File: src/sv/prc_pkg.sv
// ----------------------------------------------------------------------------
// prc_pkg
// Shared widths, register map, reset values and interface types of the
// bit-serial PID rate controller.
// ----------------------------------------------------------------------------
package prc_pkg;

  // Fixed point and state widths
  localparam int unsigned GAIN_FRAC_BITS = 8;
  localparam int unsigned INTEG_WIDTH    = 40;
  localparam int unsigned DATA_W         = 16;
  // error = set_point - frame_count * rate_scale
  localparam int unsigned ERR_W          = 2 * DATA_W + 1;
  // integrator plus error before saturation
  localparam int unsigned SUM_W          = INTEG_WIDTH + 1;
  // multiplier operand: a 16 bit gain sign or zero extended
  localparam int unsigned GM_W           = DATA_W + 1;
  // width that holds the whole weighted sum without wrapping
  localparam int unsigned ACC_W          = INTEG_WIDTH + DATA_W + 2;
  localparam int unsigned CNT_W          = $clog2(ACC_W);

  // Register map
  localparam int unsigned NUM_REGS       = 6;
  localparam int unsigned REG_IDX_W      = $clog2(NUM_REGS);
  localparam int unsigned ADDR_W         = REG_IDX_W + 2;
  localparam int unsigned APB_DATA_W     = 32;

  typedef enum logic [REG_IDX_W-1:0] {
    REG_SET_POINT  = 3'd0,
    REG_RATE_SCALE = 3'd1,
    REG_GAIN_P     = 3'd2,
    REG_GAIN_I     = 3'd3,
    REG_GAIN_D     = 3'd4,
    REG_CTL_LIMIT  = 3'd5
  } prc_reg_e;

  localparam logic [DATA_W-1:0] SET_POINT_RST  = 16'd40;
  localparam logic [DATA_W-1:0] RATE_SCALE_RST = 16'd1;
  localparam logic [DATA_W-1:0] GAIN_P_RST     = 16'hFFCD; // -51, about -0.2
  localparam logic [DATA_W-1:0] GAIN_I_RST     = 16'hFF80; // -128, -0.5
  localparam logic [DATA_W-1:0] GAIN_D_RST     = 16'h0000;
  localparam logic [DATA_W-1:0] CTL_LIMIT_RST  = 16'd500;

  typedef struct packed {
    logic [DATA_W-1:0] set_point;
    logic [DATA_W-1:0] rate_scale;
    logic [DATA_W-1:0] gain_p;
    logic [DATA_W-1:0] gain_i;
    logic [DATA_W-1:0] gain_d;
    logic [DATA_W-1:0] ctl_limit;
  } prc_cfg_t;

  typedef struct packed {
    logic              valid;
    logic [DATA_W-1:0] control_value;
    logic              integ_saturated;
  } prc_res_t;

endpackage

File: src/sv/prc_sermul.sv
// ----------------------------------------------------------------------------
// prc_sermul
// Serial-parallel multiplier: multiplicand enters one bit a cycle, LSB
// first, against a parallel two's complement operand; product leaves LSB
// first.
// ----------------------------------------------------------------------------
module prc_sermul (
  input  logic                       clk_i,
  input  logic                       clr_i,
  input  logic                       en_i,
  input  logic                       x_i,
  input  logic [prc_pkg::GM_W-1:0]   g_i,
  output logic                       bit_o
);
  import prc_pkg::*;

  logic [GM_W-1:0] part_q;
  logic [GM_W-1:0] part_d;
  logic [GM_W:0]   full;

  // add the operand when the incoming bit is set, emit the LSB, halve the rest
  always_comb begin
    full   = {part_q[GM_W-1], part_q} + (x_i ? {g_i[GM_W-1], g_i} : '0);
    bit_o  = full[0];
    part_d = full[GM_W:1];
  end

  always_ff @(posedge clk_i) begin
    if (clr_i) begin
      part_q <= '0;
    end else if (en_i) begin
      part_q <= part_d;
    end
  end

endmodule

File: src/sv/prc_core.sv
// ----------------------------------------------------------------------------
// prc_core
// Bit-serial PID datapath and its sequencer: error and integrator pass,
// then weighted-sum pass with serial clamp compare.
// ----------------------------------------------------------------------------
module prc_core (
  input  logic                        clk_i,
  input  logic                        rst_ni,
  input  prc_pkg::prc_cfg_t           cfg_i,
  input  logic                        start_i,
  input  logic [prc_pkg::DATA_W-1:0]  frame_count_i,
  output logic                        idle_o,
  output prc_pkg::prc_res_t           res_o,
  input  logic                        res_ready_i
);
  import prc_pkg::*;

  typedef enum logic [1:0] {
    ST_IDLE,
    ST_ERR,
    ST_MIX,
    ST_DONE
  } state_e;

  state_e                 state_q;
  logic [CNT_W-1:0]       cnt_q;
  logic [INTEG_WIDTH-1:0] integ_q;
  logic [ERR_W-1:0]       prev_q;
  logic [DATA_W-1:0]      ctl_q;
  logic                   sat_q;

  // serial operand registers
  logic [DATA_W-1:0]      fc_q;
  logic [DATA_W-1:0]      sp_q;
  logic [ERR_W-1:0]       err_q;
  logic [ERR_W-1:0]       ea_q;
  logic [ERR_W-1:0]       pa_q;
  logic [INTEG_WIDTH-1:0] ia_q;
  logic [SUM_W-1:0]       sum_q;
  logic [DATA_W-1:0]      smax_q;
  logic [DATA_W-1:0]      ql_q;
  logic                   bor_q;
  logic                   cy_q;
  logic                   dbor_q;
  logic [1:0]             acy_q;
  logic                   gt_q;

  logic                   err_last;
  logic                   mix_last;
  logic                   in_err;
  logic                   in_mix;
  logic                   mul_clr_rate;
  logic                   mul_clr_mix;

  logic                   rate_bit;
  logic                   e_bit;
  logic                   bor_d;
  logic [1:0]             s2;
  logic [SUM_W-1:0]       sum_full;
  logic                   sat_hit;
  logic [INTEG_WIDTH-1:0] sat_val;

  logic                   d_bit;
  logic                   dbor_d;
  logic                   mp_bit;
  logic                   mi_bit;
  logic                   md_bit;
  logic [2:0]             a3;
  logic                   acc_bit;
  logic                   gt_d;
  logic [DATA_W-1:0]      ctl_d;

  assign in_err       = (state_q == ST_ERR);
  assign in_mix       = (state_q == ST_MIX);
  assign err_last     = in_err && (cnt_q == CNT_W'(SUM_W - 1));
  assign mix_last     = in_mix && (cnt_q == CNT_W'(ACC_W - 1));
  assign mul_clr_rate = (state_q == ST_IDLE) && start_i;
  assign mul_clr_mix  = err_last;

  // rate = frame_count * rate_scale, unsigned
  prc_sermul u_mul_rate (
    .clk_i (clk_i),
    .clr_i (mul_clr_rate),
    .en_i  (in_err),
    .x_i   (fc_q[0]),
    .g_i   ({1'b0, cfg_i.rate_scale}),
    .bit_o (rate_bit)
  );

  // error, integrator sum and saturation
  always_comb begin
    e_bit    = sp_q[0] ^ rate_bit ^ bor_q;
    bor_d    = (~sp_q[0] & rate_bit) | (~sp_q[0] & bor_q) | (rate_bit & bor_q);
    s2       = {1'b0, ia_q[0]} + {1'b0, e_bit} + {1'b0, cy_q};
    sum_full = {s2[0], sum_q[SUM_W-1:1]};
    sat_hit  = sum_full[SUM_W-1] != sum_full[SUM_W-2];
    if (!sat_hit) begin
      sat_val = sum_full[INTEG_WIDTH-1:0];
    end else if (sum_full[SUM_W-1]) begin
      sat_val = {1'b1, {(INTEG_WIDTH-1){1'b0}}};
    end else begin
      sat_val = {1'b0, {(INTEG_WIDTH-1){1'b1}}};
    end
  end

  // diff = error - previous error
  always_comb begin
    d_bit  = ea_q[0] ^ pa_q[0] ^ dbor_q;
    dbor_d = (~ea_q[0] & pa_q[0]) | (~ea_q[0] & dbor_q) | (pa_q[0] & dbor_q);
  end

  prc_sermul u_mul_p (
    .clk_i (clk_i),
    .clr_i (mul_clr_mix),
    .en_i  (in_mix),
    .x_i   (ea_q[0]),
    .g_i   ({cfg_i.gain_p[DATA_W-1], cfg_i.gain_p}),
    .bit_o (mp_bit)
  );

  prc_sermul u_mul_i (
    .clk_i (clk_i),
    .clr_i (mul_clr_mix),
    .en_i  (in_mix),
    .x_i   (ia_q[0]),
    .g_i   ({cfg_i.gain_i[DATA_W-1], cfg_i.gain_i}),
    .bit_o (mi_bit)
  );

  prc_sermul u_mul_d (
    .clk_i (clk_i),
    .clr_i (mul_clr_mix),
    .en_i  (in_mix),
    .x_i   (d_bit),
    .g_i   ({cfg_i.gain_d[DATA_W-1], cfg_i.gain_d}),
    .bit_o (md_bit)
  );

  // three-way serial add, then compare the quotient bits with ctl_limit
  always_comb begin
    a3      = {2'b00, mp_bit} + {2'b00, mi_bit} + {2'b00, md_bit} + {1'b0, acy_q};
    acc_bit = a3[0];
    gt_d    = (acc_bit & ~smax_q[0]) | (~(acc_bit ^ smax_q[0]) & gt_q);
    // the last bit is the sign: negative sums drive zero
    if (acc_bit) begin
      ctl_d = '0;
    end else if (gt_d) begin
      ctl_d = cfg_i.ctl_limit;
    end else begin
      ctl_d = ql_q;
    end
  end

  // operand shift registers
  always_ff @(posedge clk_i) begin
    unique case (state_q)
      ST_IDLE: begin
        fc_q  <= frame_count_i;
        sp_q  <= cfg_i.set_point;
        ia_q  <= integ_q;
        bor_q <= 1'b0;
        cy_q  <= 1'b0;
      end
      ST_ERR: begin
        fc_q  <= {1'b0, fc_q[DATA_W-1:1]};
        sp_q  <= {1'b0, sp_q[DATA_W-1:1]};
        bor_q <= bor_d;
        cy_q  <= s2[1];
        sum_q <= sum_full;
        if (cnt_q < CNT_W'(ERR_W)) begin
          err_q <= {e_bit, err_q[ERR_W-1:1]};
        end
        if (err_last) begin
          ia_q   <= sat_val;
          ea_q   <= err_q;
          pa_q   <= prev_q;
          smax_q <= cfg_i.ctl_limit;
          dbor_q <= 1'b0;
          acy_q  <= 2'b00;
          gt_q   <= 1'b0;
        end else begin
          ia_q <= {ia_q[INTEG_WIDTH-1], ia_q[INTEG_WIDTH-1:1]};
        end
      end
      ST_MIX: begin
        ea_q   <= {ea_q[ERR_W-1], ea_q[ERR_W-1:1]};
        pa_q   <= {pa_q[ERR_W-1], pa_q[ERR_W-1:1]};
        ia_q   <= {ia_q[INTEG_WIDTH-1], ia_q[INTEG_WIDTH-1:1]};
        dbor_q <= dbor_d;
        acy_q  <= a3[2:1];
        if (cnt_q >= CNT_W'(GAIN_FRAC_BITS)) begin
          smax_q <= {1'b0, smax_q[DATA_W-1:1]};
          gt_q   <= gt_d;
          if (cnt_q < CNT_W'(GAIN_FRAC_BITS + DATA_W)) begin
            ql_q <= {acc_bit, ql_q[DATA_W-1:1]};
          end
        end
      end
      ST_DONE: begin
        fc_q <= fc_q;
      end
      default: begin
        fc_q <= fc_q;
      end
    endcase
  end

  // sequencer, controller state and result
  always_ff @(posedge clk_i or negedge rst_ni) begin
    if (!rst_ni) begin
      state_q <= ST_IDLE;
      cnt_q   <= '0;
      integ_q <= '0;
      prev_q  <= '0;
      ctl_q   <= '0;
      sat_q   <= 1'b0;
    end else begin
      unique case (state_q)
        ST_IDLE: begin
          cnt_q <= '0;
          if (start_i) begin
            state_q <= ST_ERR;
          end
        end
        ST_ERR: begin
          if (err_last) begin
            cnt_q   <= '0;
            integ_q <= sat_val;
            sat_q   <= sat_hit;
            prev_q  <= err_q;
            state_q <= ST_MIX;
          end else begin
            cnt_q <= cnt_q + 1'b1;
          end
        end
        ST_MIX: begin
          if (mix_last) begin
            ctl_q   <= ctl_d;
            state_q <= ST_DONE;
          end else begin
            cnt_q <= cnt_q + 1'b1;
          end
        end
        ST_DONE: begin
          if (res_ready_i) begin
            state_q <= ST_IDLE;
          end
        end
        default: begin
          state_q <= ST_IDLE;
        end
      endcase
    end
  end

  assign idle_o                = (state_q == ST_IDLE);
  assign res_o.valid           = (state_q == ST_DONE);
  assign res_o.control_value   = ctl_q;
  assign res_o.integ_saturated = sat_q;

endmodule

File: src/sv/pid_rate_controller.sv
// ----------------------------------------------------------------------------
// pid_rate_controller
// Discrete PID controller with output clamp: one frame count in, one
// clamped control value and an integrator saturation flag out.
// ----------------------------------------------------------------------------
// One item goes through the bit-serial error and integrator pass over the
// 41 bit unsaturated integrator sum, then the bit-serial weighted sum of the
// three gain products over the 58 bit exact accumulator, then the hand-over
// of the result to the output register, which waits while that register is
// full and not being emptied. A new item is taken only once the core is idle
// again after the hand-over. All arithmetic runs one bit a cycle through
// shift registers and 17 bit serial-parallel multipliers. The output
// register holds a finished result while the next item is being worked on.
// Registers sit on an APB port at byte addresses 0x00 to 0x14 in this order:
// set_point, rate_scale, gain_p, gain_i, gain_d, ctl_limit; write them only
// while no item is in flight. Gains are signed Q8.8.
// ----------------------------------------------------------------------------
module pid_rate_controller (
  input  logic                             clk_i,
  input  logic                             rst_ni,
  // APB configuration port
  input  logic                             psel,
  input  logic                             penable,
  input  logic                             pwrite,
  input  logic [prc_pkg::ADDR_W-1:0]       paddr,
  input  logic [prc_pkg::APB_DATA_W-1:0]   pwdata,
  output logic [prc_pkg::APB_DATA_W-1:0]   prdata,
  output logic                             pready,
  // input items
  input  logic                             s_axis_tvalid,
  output logic                             s_axis_tready,
  input  logic [prc_pkg::DATA_W-1:0]       s_axis_tdata,  // [15:0] frame_count
  // result items
  output logic                             m_axis_tvalid,
  input  logic                             m_axis_tready,
  output logic [prc_pkg::DATA_W-1:0]       m_axis_tdata,  // [15:0] control_value
  output logic [0:0]                       m_axis_tuser   // [0] integ_saturated
);
  import prc_pkg::*;

  prc_cfg_t              cfg_q;
  prc_res_t              res;
  logic                  core_idle;
  logic                  res_ready;
  logic                  wr_en;
  logic [REG_IDX_W-1:0]  reg_idx;
  logic [DATA_W-1:0]     rd_val;
  logic                  m_valid_q;
  logic [DATA_W-1:0]     m_data_q;
  logic                  m_user_q;

  // --------------------------------------------------------------------------
  // Configuration registers: write in the access phase, read back as written
  // --------------------------------------------------------------------------
  assign pready  = 1'b1;
  assign wr_en   = psel & penable & pwrite & pready;
  assign reg_idx = paddr[ADDR_W-1:2];

  always_ff @(posedge clk_i or negedge rst_ni) begin
    if (!rst_ni) begin
      cfg_q.set_point  <= SET_POINT_RST;
      cfg_q.rate_scale <= RATE_SCALE_RST;
      cfg_q.gain_p     <= GAIN_P_RST;
      cfg_q.gain_i     <= GAIN_I_RST;
      cfg_q.gain_d     <= GAIN_D_RST;
      cfg_q.ctl_limit  <= CTL_LIMIT_RST;
    end else if (wr_en) begin
      // drop writes beyond the register list
      unique case (reg_idx)
        REG_SET_POINT:  cfg_q.set_point  <= pwdata[DATA_W-1:0];
        REG_RATE_SCALE: cfg_q.rate_scale <= pwdata[DATA_W-1:0];
        REG_GAIN_P:     cfg_q.gain_p     <= pwdata[DATA_W-1:0];
        REG_GAIN_I:     cfg_q.gain_i     <= pwdata[DATA_W-1:0];
        REG_GAIN_D:     cfg_q.gain_d     <= pwdata[DATA_W-1:0];
        REG_CTL_LIMIT:  cfg_q.ctl_limit  <= pwdata[DATA_W-1:0];
        default: begin
          cfg_q <= cfg_q;
        end
      endcase
    end
  end

  always_comb begin
    unique case (reg_idx)
      REG_SET_POINT:  rd_val = cfg_q.set_point;
      REG_RATE_SCALE: rd_val = cfg_q.rate_scale;
      REG_GAIN_P:     rd_val = cfg_q.gain_p;
      REG_GAIN_I:     rd_val = cfg_q.gain_i;
      REG_GAIN_D:     rd_val = cfg_q.gain_d;
      REG_CTL_LIMIT:  rd_val = cfg_q.ctl_limit;
      default:        rd_val = '0;
    endcase
  end

  assign prdata = {{(APB_DATA_W-DATA_W){1'b0}}, rd_val};

  // --------------------------------------------------------------------------
  // Serial core: take an item whenever it is idle
  // --------------------------------------------------------------------------
  assign s_axis_tready = core_idle;

  prc_core u_core (
    .clk_i         (clk_i),
    .rst_ni        (rst_ni),
    .cfg_i         (cfg_q),
    .start_i       (s_axis_tvalid),
    .frame_count_i (s_axis_tdata),
    .idle_o        (core_idle),
    .res_o         (res),
    .res_ready_i   (res_ready)
  );

  // --------------------------------------------------------------------------
  // Output register: free when empty or being emptied this cycle
  // --------------------------------------------------------------------------
  assign res_ready = ~m_valid_q | m_axis_tready;

  always_ff @(posedge clk_i or negedge rst_ni) begin
    if (!rst_ni) begin
      m_valid_q <= 1'b0;
    end else if (res_ready) begin
      m_valid_q <= res.valid;
    end
  end

  always_ff @(posedge clk_i) begin
    if (res_ready && res.valid) begin
      m_data_q <= res.control_value;
      m_user_q <= res.integ_saturated;
    end
  end

  assign m_axis_tvalid = m_valid_q;
  assign m_axis_tdata  = m_data_q;
  assign m_axis_tuser  = m_user_q;

  // --------------------------------------------------------------------------
  // Assertions
  // --------------------------------------------------------------------------
  a_one_item_in_flight : assert property (@(posedge clk_i) disable iff (!rst_ni)
    s_axis_tvalid && s_axis_tready |=> !s_axis_tready)
    else $error("input accepted while an item is still in flight");

  a_output_clamped : assert property (@(posedge clk_i) disable iff (!rst_ni)
    m_axis_tvalid |-> m_axis_tdata <= cfg_q.ctl_limit)
    else $error("control value above ctl_limit");

  a_handover_loads : assert property (@(posedge clk_i) disable iff (!rst_ni)
    res.valid && res_ready |=> m_axis_tvalid && $past(core_idle) == 1'b0)
    else $error("core result not taken into the output register");

endmodule
File: config.mk
export PLATFORM = sky130hd
export DESIGN_NAME = pid_rate_controller
export DESIGN_NICKNAME = d
export VERILOG_FILES = /design/src/sv/prc_pkg.sv /design/src/sv/prc_sermul.sv /design/src/sv/prc_core.sv /design/src/sv/pid_rate_controller.sv
export SDC_FILE = /design/constraint.sdc
export NUM_CORES = 1
export LEC_CHECK = 0
export ABC_AREA = 1
export BUFFER_PORTS_ARGS = -buffer_cell sky130_fd_sc_hd__buf_4
export CAP_MARGIN = 20
export CORE_MARGIN = 5
export CORE_UTILIZATION = 67
export CTS_BUF_LIST = sky130_fd_sc_hd__clkbuf_4 sky130_fd_sc_hd__clkbuf_8 sky130_fd_sc_hd__clkbuf_16
export CTS_CLUSTER_DIAMETER = 120
export DETAILED_ROUTE_END_ITERATION = 6
export PLACE_DENSITY_LB_ADDON = 0.12
export SYNTH_ARGS = -nofsm -noshare
export SYNTH_HDL_FRONTEND = slang
export SYNTH_SLANG_ARGS = --single-unit
File: constraint.sdc
create_clock -name clk_i -period 11.72 [get_ports clk_i]
set_input_delay 0.586 -clock clk_i [delete_from_list [all_inputs] [get_ports clk_i]]
set_output_delay 0.586 -clock clk_i [all_outputs]
set_load 0.03 [all_outputs]
---- After elaboration in Yosys (flattened, before gate mapping) ----
Cells that the tools add are included.
word-level totals
  register bits after elaboration ......... 530
  latch bits .............................. 0
  memory bits (writable) .................. 0
  memory bits (read-only) ................. 0
  output and inout port bits .............. 52
  memories kept ........................... 0
cells by class
  $add $sub $neg .......................... 10
  $mul .................................... 0
  divide/modulo/power cells ............... 0
  magnitude comparators ................... 3
  eq/ne operators ......................... 17
  shift operators ......................... 0
  muxes and demuxes ....................... 36
  bitwise gates (word level) .............. 27
  reduce and logical (&&, ||, !) cells .... 25
operators by type and width
  cell                                                                          count
  33-bit one-hot mux with 2 select lines                                        2
  40-bit 2-to-1 mux                                                             3
  40-bit one-hot mux with 3 select lines                                        1
  16-bit one-hot mux with 2 select lines                                        3
  16-bit one-hot mux with 6 select lines                                        1
  16-bit 2-to-1 mux                                                             5
  18-bit adder                                                                  4
  33-bit 2-to-1 mux                                                             2
  18-bit 2-to-1 mux                                                             3
  2-bit AND reduction                                                           11
  6-bit one-hot mux with 3 select lines                                         1
  6-bit == test, second input constant                                          2
  6-bit 2-to-1 mux                                                              2
  3-bit AND reduction                                                           4
  1-bit AND                                                                     10
  2-bit 2-to-1 mux                                                              5
  1-bit one-hot mux with 2 select lines                                         4
  2-bit one-hot mux with 4 select lines                                         1
  6-bit by 1-bit adder with 6-bit output, second input constant                 1
  3-bit by 2-bit == test with 1-bit output, second input constant               2
  3-bit == test, second input constant                                          2
  6-bit by 4-bit >= comparator with 1-bit output, second input constant         1
  6-bit by 5-bit less-than comparator with 1-bit output, second input constant  1
  6-bit less-than comparator, second input constant                             1
  21 further kinds                                                              46

---- Depth between registers and ports, before layout ----
Gate-level depths: netlist of run 1.
  depth in word-level cells ............... 12
  mapped depth ............................ 19
  mapped depth without buffers ............ 18

---- Modules after synthesis ----
A second synthesis of run 1 with hierarchy kept.
second synthesis, totals
  cells, all modules ...................... 3305
  area, all modules ....................... 27337.5 µm²
by module, submodules not included
  module                           times used  cells each  area an instance (µm²)  seq. area each (µm²)
  prc_core                         1           1424        14597.8                 9929.5
  pid_rate_controller              1           641         5621.6                  2976.6
  prc_sermul (u_core.u_mul_d ...)  2           311         1779.2                  340.3
  prc_sermul (u_core.u_mul_rate)   1           311         1780.5                  340.3
  prc_sermul (u_core.u_mul_p)      1           307         1779.2                  340.3

---- Worst setup path before layout of run 1 ----
Ideal clock, no wire load.
  path kind ............................... register to register
  from .................................... register u_core.state_q[1]
  to ...................................... register u_core.acy_q[0], enable pin
  arrival time ............................ 3916 ps
  setup slack ............................. 7378 ps
  cell stages (with the launch flop) ...... 9
  path buffers ............................ 3
  clock period less this slack ............ 4342 ps
  cell sequence ........................... dfrtp_1 inv_1 ha_1 inv_1 or2_1 buf_6 clkbuf_1 buf_2 nand2_1
on the way
  longest elaborated chain between the ends .. 4
  elaborated cells between the ends (all ways) .. 6
  those cells by class .................... eq/ne: 3; reduce/logical: 3
ends and longest elaborated chain
  element                                                    RTL line                         RTL
  from (decl)                                                prc_core.sv:25                   state_e state_q;
  from (signal assigned)                                     prc_core.sv:211                  state_q <= ST_IDLE;
  from (signal assigned)                                     prc_core.sv:222                  state_q <= ST_ERR;
  from (signal assigned)                                     prc_core.sv:231                  state_q <= ST_MIX;
  2-bit by 1-bit == test with 1-bit output                   prc_core.sv:73, prc_core.sv:156
  1-bit logical AND                                          prc_core.sv:75                   assign err_last = in_err && (cnt_q == CNT_W'(SUM_W - 1));
  2-bit by 1-bit != test with 1-bit output (no source line)  n/a
  2-bit AND reduction (no source line) *                     n/a
  to (signal assigned)                                       prc_core.sv:190                  acy_q <= a3[2:1];
  to (decl)                                                  prc_core.sv:45                   logic [1:0] acy_q;
Mark *: on every way between the ends. The rest lies on a longest branch, timed or not.
A chain may end at the register's enable or synchronous reset.

---- Worst setup path after layout of run 1 ----
  from .................................... register u_core.fc_q[0]
  to ...................................... register u_core.ia_q[37], data pin
on the way
  longest elaborated chain between the ends .. 10
  elaborated cells between the ends (all ways) .. 11
  those cells by class .................... add/sub: 3; eq/ne: 1; mux: 5; bitwise: 2
ends and longest elaborated chain
  element                                                    RTL line                        RTL
  from (decl)                                                prc_core.sv:33                  logic [DATA_W-1:0] fc_q;
  from (signal assigned)                                     prc_core.sv:158                 fc_q <= frame_count_i;
  from (signal assigned)                                     prc_core.sv:165                 fc_q <= {1'b0, fc_q[DATA_W-1:1]};
  from (signal assigned)                                     prc_core.sv:200                 fc_q <= fc_q;
  16-bit 2-to-1 mux *                                        prc_sermul.sv:23                full = {part_q[GM_W-1], part_q} + (x_i ? {g_i[GM_W-1], g_i} : '0);
  18-bit adder *                                             prc_sermul.sv:23
  1-bit bitwise XOR * (2 in series)                          prc_core.sv:92                  e_bit = sp_q[0] ^ rate_bit ^ bor_q;
  via u_core.e_bit                                           prc_core.sv:56                  logic e_bit;
  1-bit by 1-bit adder with 2-bit output *                   prc_core.sv:94                  s2 = {1'b0, ia_q[0]} + {1'b0, e_bit} + {1'b0, cy_q};
  2-bit by 1-bit adder with 2-bit output *                   prc_core.sv:94
  via u_core.s2[0]                                           prc_core.sv:58                  logic [1:0] s2;
  40-bit 2-to-1 mux / 1-bit != test (equally long branches)  prc_core.sv:99, prc_core.sv:96
  40-bit 2-to-1 mux *                                        prc_core.sv:97                  if (!sat_hit) begin
  40-bit 2-to-1 mux *                                        prc_core.sv:173                 if (err_last) begin
  40-bit one-hot mux with 3 select lines *                   prc_core.sv:156                 unique case (state_q)
  to (signal assigned)                                       prc_core.sv:160                 ia_q <= integ_q;
  to (signal assigned)                                       prc_core.sv:174                 ia_q <= sat_val;
  to (signal assigned)                                       prc_core.sv:182                 ia_q <= {ia_q[INTEG_WIDTH-1], ia_q[INTEG_WIDTH-1:1]};
  to (decl)                                                  prc_core.sv:38                  logic [INTEG_WIDTH-1:0] ia_q;
The timed path passes the listed nets; every way through them passes the cells marked *. The select of a mux whose other input is x is not followed.

==> results of run 1 <==
[layout make-up]
cell class | instances | area [um^2] | share of cell area (%)
timing repair buffer | 99 | 759 | 2.69
clock buffer | 73 | 1530 | 5.40
tap | 511 | 639 | 2.26
sequential | 529 | 14300 | 50.5
clock inverter | 27 | 274 | 0.969
inverter | 455 | 1710 | 6.04
antenna | 1 | 2.50 | 0.00885
multi-input combinational | 1822 | 9090 | 32.2
[cell families after synthesis]
family,after synthesis
and+or+nand+nor,1081
AOI/OAI and AO/OA,609
buffers and inverters,591
DFF,529
adders and majority gates,89
xor gates and xnor gates,26
other,2
[per-stage QoR]
step | area, um^2 | hold slack, ns
finish | 28300 | 0.203
global route | 28300 | 0.211
CTS | 28300 | 0.176
detailed placement | 26500 | 0.428
global placement | 26400 | 0.424
floorplan | 25600 | 0.290
[metal layers]
metal	track usage, %	share of wire (%)
met4	10.1	2.9
met3	6.30	8.4
met2	46.6	46
met5	0	0.074
met1	41.4	43
[worst min-delay path, stage by stage]
cell and delay [ns]:
buf_4 0.10, nand2_1 0.05, o21ai_0 0.06
[cells in the final DEF (no fill, tap or decap), drive strengths merged, types with 4 or more instances in the layout]
cell type	count
ha	80
clkbuf	74
o21ai	463
and2	7
or2	6
dfstp	31
a22oi	19
o211ai	10
nor2	131
dfrtp	164
buf	97
fa	9
a21oi	75
nand4	7
xor2	21
nand2	806
inv	456
nand3	107
dfxtp	68
a221oi	9
o2111ai	6
clkinv	19
xnor2	5
conb	17
edfxtp	266
clkinvlp	4
o21bai	19
nor3	14
[state kept, by name, summed over array words and instances (netlist names), 2 cells and up]
name	flops
u_core.state_q	2
u_core.ql_q	16
u_core.cnt_q	6
u_core.ia_q	40
u_core.ea_q	33
cfg_q	96
u_core.u_mul_rate.part_q	17
u_core.ctl_q	16
u_core.smax_q	16
u_core.pa_q	33
u_core.fc_q	16
m_axis_tdata	16
u_core.u_mul_p.part_q	17
u_core.u_mul_i.part_q	17
u_core.integ_q	40
u_core.sum_q	40
u_core.prev_q	33
u_core.acy_q	2
u_core.u_mul_d.part_q	17
u_core.err_q	33
u_core.sp_q	16
[power groups by stage]
stage | logic (mW) | clock network [mW] | registers, mW
finish | 1.55 | 1.74 | 2.45
global route | 1.79 | 1.85 | 2.47
CTS | 1.54 | 1.75 | 2.44
detailed placement | 1.51 | 0 | 2.47
global placement | 1.45 | 0 | 2.46
floorplan | 1.18 | 0 | 2.41
[worst paths after layout]
path | from | to | depth (start not counted) | slack [ns]
worst min register to register | u_core.err_q[1] | u_core.err_q[0] | 0 | 0.44
min in group asynchronous | rst_ni | u_core.prev_q[26] | 2 | 0.50
max in group asynchronous | rst_ni | cfg_q[80] | 4 | 9.02
worst max register to register | u_core.fc_q[0] | u_core.ia_q[37] | 14 | 7.14
worst min-delay path | pwdata[1] | cfg_q[1] | 3 | 0.20
worst max-delay path | u_core.fc_q[0] | u_core.ia_q[37] | 14 | 7.14
==> key figures, run 1 <==
Run status
  • Status: completed

Yosys
  • Post-Synth Adder-Cell Area: approximately 4.6%
  • Seq/Total Area, Yosys: between 50% and 60%
  • Area fraction in compound gates after synthesis: ~13%
  • Number of flops mapped to enable cells by yosys: around 270
  • Yosys warnings: 0
  • Post-synth top cells: 806 x nand2_1, 452 x inv_1, 450 x o21ai_0
  • Syn Std Cell Area: 0.0256 mm^2
  • Top cells by area, synth: edfxtp_1 31%, dfrtp_1 16%, nand2_1 12%
  • Most frequent cell after synthesis: nand2_1
  • FF+latch count, synth: between 500 and 600
  • Post-Synth Simple-Gate Area: between 10% and 20%
  • Post-synthesis cell type count: 47
  • Area leader, netlist: edfxtp_1
  • Mux share of post-synthesis cell area: 0%
  • Synth Instances: 2,927
  • Primary FF master, synth: edfxtp_1
  • Fraction of registers with async set/reset: 36.9%
  • Largest family of logic cells by synthesized area: simple AND/OR/NAND/NOR gates
  • Syn Area/Cell: about 8.7 um^2
  • XOR/XNOR Fraction of Synth Area: 0.891%
  • Post-synth top area share: between 30 and 40%

Worst setup path
  • CP max stage delay: about 0.78 ns
  • WP buf/inv: 6
  • Critical path fanouts, max: 40
  • Crit path max-delay family: adder cells
  • Crit path kind: flop to flop
  • Type of destination of the critical path: flop
  • Crit start category: flop
  • CP Cell Sequence: nand2_1, inv_1, ha_1, inv_1, fa_1, inv_1, fa_1, inv_1, ha_1, inv_1, buf_4, a21oi_4, o21ai_0, o21ai_0
  • Req. time, crit path: roughly 12 ns
  • CP most frequent cell: inv_1
  • Arr. time, crit path: ~5 ns
  • Slowest cell on the critical path: a21oi_4

Finish
  • P&R area growth vs syn: 10.5%
  • Post-layout util: between 70% and 80%
  • FILL cells: between 2,000 and 3,000
  • Non-filler cells, final: approximately 3,500
  • Share of cells above drive strength 1: 8.22%
  • Nets: between 3,000 and 4,000

Flow run
  • Max cap viols: 0

Global routing
  • Global-route wire length before repair: about 100 mm
  • Largest net degree at the start of global routing: ~110
  • Antenna violations before repair: 5
  • Global Route Usage Sum: roughly 30%
  • GR Overflow Total: 0
  • Vias in the first global route: between 15,000 and 20,000

Power
  • Total power: between 5 and 6 mW
  • Int Pwr: between 3 and 4 mW
  • Reg power frac: 42.7%
  • Maximum vdd drop: about 150 uV
  • Switching pwr: roughly 1.9 mW
  • Sw frac: 33.4%
  • Leakage power total: roughly 14 nW
  • Comb pwr share: 27.0%
  • Clk network pwr share: 30.3%
  • Power per Cell Area: about 200 mW/mm^2

CTS
  • Num CTS Buffers: 53
  • CTS Root Cell: clkbuf_16
  • CTS hold repair buffers: 1
  • H-Tree Level Count: 2
  • Post_cts resized: 0
  • CTS tree: yes
  • Clk sinks: ~530
  • Max Root-Sink Buffers: 3
  • Clk Latency, worst-skew pair: ~0.63 ns
  • Post-CTS Setup Inserts: 0
  • Clock-pin transition on the worst setup and hold timing paths: around 0.06 ns

Placement
  • Port Buffer Count: 76
  • Placed Cells: around 3,400
  • Detailed Place HPWL: around 41 mm
  • Pre-CTS setup slack: ~7.3 ns
  • GP Congestion: between 0.9 and 1

Drt
  • Vias per cell: roughly 5.6
  • Post-DRT Antenna Nets: 0
  • Drt total wl: about 60 mm
  • First drt pass iteration count: 7
  • # DRC: 0
  • Starting DRT DRC Count: roughly 1,700
  • Routed WL per cell: 17.4 um
  • Via count: 19,800

Timing
  • Final min period: about 4.6 ns
  • Fin. Hold Viols: 0
  • Setup TNS: 0 ns
  • Fin worst setup slack: a little over 7 ns
  • Final Cycle Share: between 30% and 40%
  • RSZ-0062 raised after global routing: false
  • Rel. slew slack: between 30% and 40%
  • Final setup fails: 0
  • Worst Max-Slew Pin Slew: just over 1 ns
  • Slew Viols, Final: 0
  • Clk_skew: roughly 0.029 ns
  • Max Freq: approximately 220 MHz

Floorplanning
  • Total I/O pin count: roughly 110
  • CORE AREA: approximately 0.038 mm^2
  • Die area: ~0.042 mm^2
  • Row Count: a little over 70
  • Initial Util: between 60% and 70%
  • DIE WIDTH: 205 um
  • Die Ht: between 200 and 250 um

Hold path
  • Hold Path Class: primary input to flop
Note: power is estimated with default switching activity, not from simulation.
==> inputs of run 2 (changes only) <==
--- a/config.mk
+++ b/config.mk
@@ -9,7 +9,7 @@
 export BUFFER_PORTS_ARGS = -buffer_cell sky130_fd_sc_hd__buf_4
 export CAP_MARGIN = 20
 export CORE_MARGIN = 5
-export CORE_UTILIZATION = 67
+export CORE_UTILIZATION = 62
 export CTS_BUF_LIST = sky130_fd_sc_hd__clkbuf_4 sky130_fd_sc_hd__clkbuf_8 sky130_fd_sc_hd__clkbuf_16
 export CTS_CLUSTER_DIAMETER = 120
 export DETAILED_ROUTE_END_ITERATION = 6
==> constraint.sdc (replaced) <==
create_clock -name clk_i -period 4.3 [get_ports clk_i]
set_input_delay 0.215 -clock clk_i [delete_from_list [all_inputs] [get_ports clk_i]]
set_output_delay 0.215 -clock clk_i [all_outputs]
set_load 0.03 [all_outputs]
==> run 2 against run 1 <==
Against the previous run:
- routed wire length decreased by 2.7%
- critical path depth unchanged
- global-route usage shrank 3.3 points
==> key figures, run 2 (synthesized netlist as in run 1, its figures left out) <==
CTS
  • Clock-pin transition on the worst setup and hold timing paths: 0.06 ns (about the same)
  • CTS Root Cell: clkbuf_16
  • H-Tree Level Count: 2 (unchanged)
  • Clk Latency, worst-skew pair: 0.61 ns (-0.02 ns)
  • Clk sinks: 529 (unchanged)
  • CTS tree: yes
  • Max Root-Sink Buffers: 3 (unchanged)
  • Post_cts resized: 0 (unchanged)
  • Post-CTS Setup Inserts: 0 (unchanged)
  • Num CTS Buffers: 53 (unchanged)

Worst setup path
  • WP depth: 14 (unchanged)
  • CP Cell Sequence: nand2_1, inv_1, ha_1, inv_1, fa_1, inv_1, fa_1, inv_1, ha_1, inv_1, a21oi_4, buf_4, o21ai_0, o21ai_0
  • CP most frequent cell: inv_1
  • Req. time, crit path: 4.73 ns (-7.42 ns)
  • Type of destination of the critical path: flop
  • Critical path fanouts, max: 24 (-40%)
  • Crit start category: flop
  • CP max stage delay: 0.57 ns (-0.21 ns)
  • Slowest cell on the critical path: edfxtp_1
  • R2R depth: 14 (unchanged)
  • Crit path kind: flop to flop
  • Crit path max-delay family: adder cells
  • Arr. time, crit path: 4.35 ns (-0.67 ns)
  • WP buf/inv: 6 (unchanged)

Timing
  • Final setup fails: 0 (unchanged)
  • Final min period: 3.92 ns (-0.664 ns)
  • Max Freq: 255 MHz (+17%)
  • Fin worst setup slack: 0.380 ns (-6.76 ns)
  • Fin. Hold Viols: 0 (unchanged)
  • Hold Slack: 0.0713 ns (-0.131 ns)
  • RSZ-0062 raised after global routing: false
  • Final Cycle Share: 91.2% (+52 points)
  • Rel. slew slack: 24.9% (-5.8 points)
  • Slew Viols, Final: 0 (unchanged)
  • Clk_skew: 0.0231 ns (-0.00623 ns)
  • Setup TNS: 0 ns (unchanged)
  • Worst Max-Slew Pin Slew: 1.12 ns (+0.0805 ns)

Finish
  • Nets: 3,150 (+1.3%)
  • Share of cells above drive strength 1: 8.57% (+0.35 points)
  • Reg with most FFs: cfg_q
  • Ant diodes: 0 (-1)
  • Most frequent cells in the layout: 805 x nand2_1, 451 x inv_1, 450 x o21ai_0
  • FILL cells: 3,046 (+12%)
  • Final Instance Area: 0.0288 mm^2 (+1.9%)
  • Max reg flops: 96 (unchanged)
  • P&R area growth vs syn: 12.7%
  • Commonest non-fill, non-tap cell in the layout: nand2_1
  • Register Area: 0.0143 mm^2 (unchanged)
  • Footprint of the multi-input gates: 0.00910 mm^2 (about the same)

Placement
  • Detailed Place HPWL: 38.8 mm (-4.5%)
  • Pre-CTS setup slack: 0.453 ns (-6.88 ns)
  • GP Congestion: 0.937 (+2.0%)
  • Port Buffer Count: 76 (unchanged)
  • Area post-placement: 0.0265 mm^2 (+0.28%)

Power
  • Power per Cell Area: 547 mW/mm^2 (+170%)
  • Leakage power total: 14.0 nW (+1.7%)
  • Int Pwr: 10.7 mW (+180%)
  • Switching pwr: 5.11 mW (+170%)
  • Maximum vdd drop: 340 uV (+130%)
  • Reg power frac: 42.1% (-0.6 points)
  • Sw frac: 32.4% (-0.94 points)
  • Comb pwr share: 26.6% (-0.4 points)
  • Clk network pwr share: 31.3% (+1.0 points)

Flow run
  • Max cap viols: 0 (unchanged)

Floorplanning
  • Total I/O pin count: 112 (unchanged)
  • Die area: 0.0454 mm^2 (+7.7%)
  • Initial Util: 62.6% (-5.3 points)
  • CORE AREA: 0.0408 mm^2 (+8.4%)
  • Row Count: 74 (+4.2%)
  • Die Ht: 213 um (+3.8%)
  • DIE WIDTH: 213 um (+3.8%)

Drt
  • Via count: 19,600 (-0.98%)
  • Drt total wl: 59.5 mm (-2.7%)
  • Vias per cell: 5.49 (-2.7%)
  • First drt pass iteration count: 7 (unchanged)
  • Starting DRT DRC Count: 1,687 (-2.5%)
  • # DRC: 0 (unchanged)
  • Post-DRT Antenna Nets: 0 (unchanged)
  • Routed WL per cell: 16.6 um (-4.4%)

Global routing
  • Global-route wire length before repair: 96.4 mm (-3.3%)
  • Antenna violations before repair: 0 (-5)
  • Global Route Usage Sum: 26.2% (-3.3 points)
  • GR Overflow Total: 0 (unchanged)
  • Vias in the first global route: 19,200 (-0.80%)
  • Largest net degree at the start of global routing: 112 (unchanged)

Hold path
  • Hold Path Class: primary input to flop
  • Worst hold stages: 4 (+1)

Run status
  • Status: completed
run 2: cell types whose count changed in the layout (fill, tap and decap cells not counted), sizes merged:
cell,previous run,this run
bufinv,3,6
clkbuf,74,75
clkinvlp,4,3
buf,97,105
clkinv,19,16
dlygate4sd3,1,34
diode,1,0
run 2: worst paths after layout:
| kind | start | end | slack, ns |
|---|---|---|---|
| max | u_core.fc_q[0] | u_core.ia_q[23] | 0.38 |
| min | s_axis_tvalid | u_core.u_mul_rate.part_q[16] | 0.07 |
| max reg2reg | u_core.fc_q[0] | u_core.ia_q[23] | 0.38 |
| min reg2reg | u_core.ql_q[1] | u_core.ql_q[0] | 0.44 |
| max in group asynchronous | rst_ni | cfg_q[4] | 2.87 |
| min in group asynchronous | rst_ni | u_core.integ_q[22] | 0.33 |
run 2: layout make-up:
type / instances / area share [%]
well taps: 532 / 2.31
inverters: 455 / 5.93
flip-flops and latches: 529 / 49.5
repair buffers: 140 / 4.10
multi-input cells: 1822 / 31.6
clock buffers: 74 / 5.45
clock inverters: 26 / 1.12
run 2: layer usage:
layer  global-route usage (%)  share of wire [%]
met5                        0                  0
met4                     8.59                3.1
met3                     4.51                6.7
met2                     43.4                 48
met1                     35.7                 43
run 2: what timing repair did:
action	4_1_cts	5_1_grt
hold endpoints to repair	196	0
setup endpoints to repair	0	0
hold buffers	34	0
run 2: power groups by stage:
stage          Clock, mW  Combinational, mW  Sequential [mW]
2_1_floorplan          0               3.21             6.56
3_3_place_gp           0               3.95             6.70
3_5_place_dp           0               4.11             6.73
4_1_cts             4.98               4.19             6.64
5_1_grt             5.21               4.87             6.72
6_report            4.93               4.20             6.65
run 2: worst min-delay path, delay by kind of cell:
| kind | cells | cell delay (ns) |
|---|---|---|
| buf+inv | 1 | 0.11 |
| compound gates | 1 | 0.03 |
| simple gates | 2 | 0.28 |
run 2: metrics by stage:
step / util, % / total power, mW / instances
floorplan: - / 9.78 / 2942
global placement: 65.0 / 10.7 / 3441
detailed placement: 65.0 / 10.8 / 3441
CTS: 70.4 / 15.8 / 3575
global route: 70.6 / 16.8 / 3578
finish: 70.6 / 15.8 / 3578
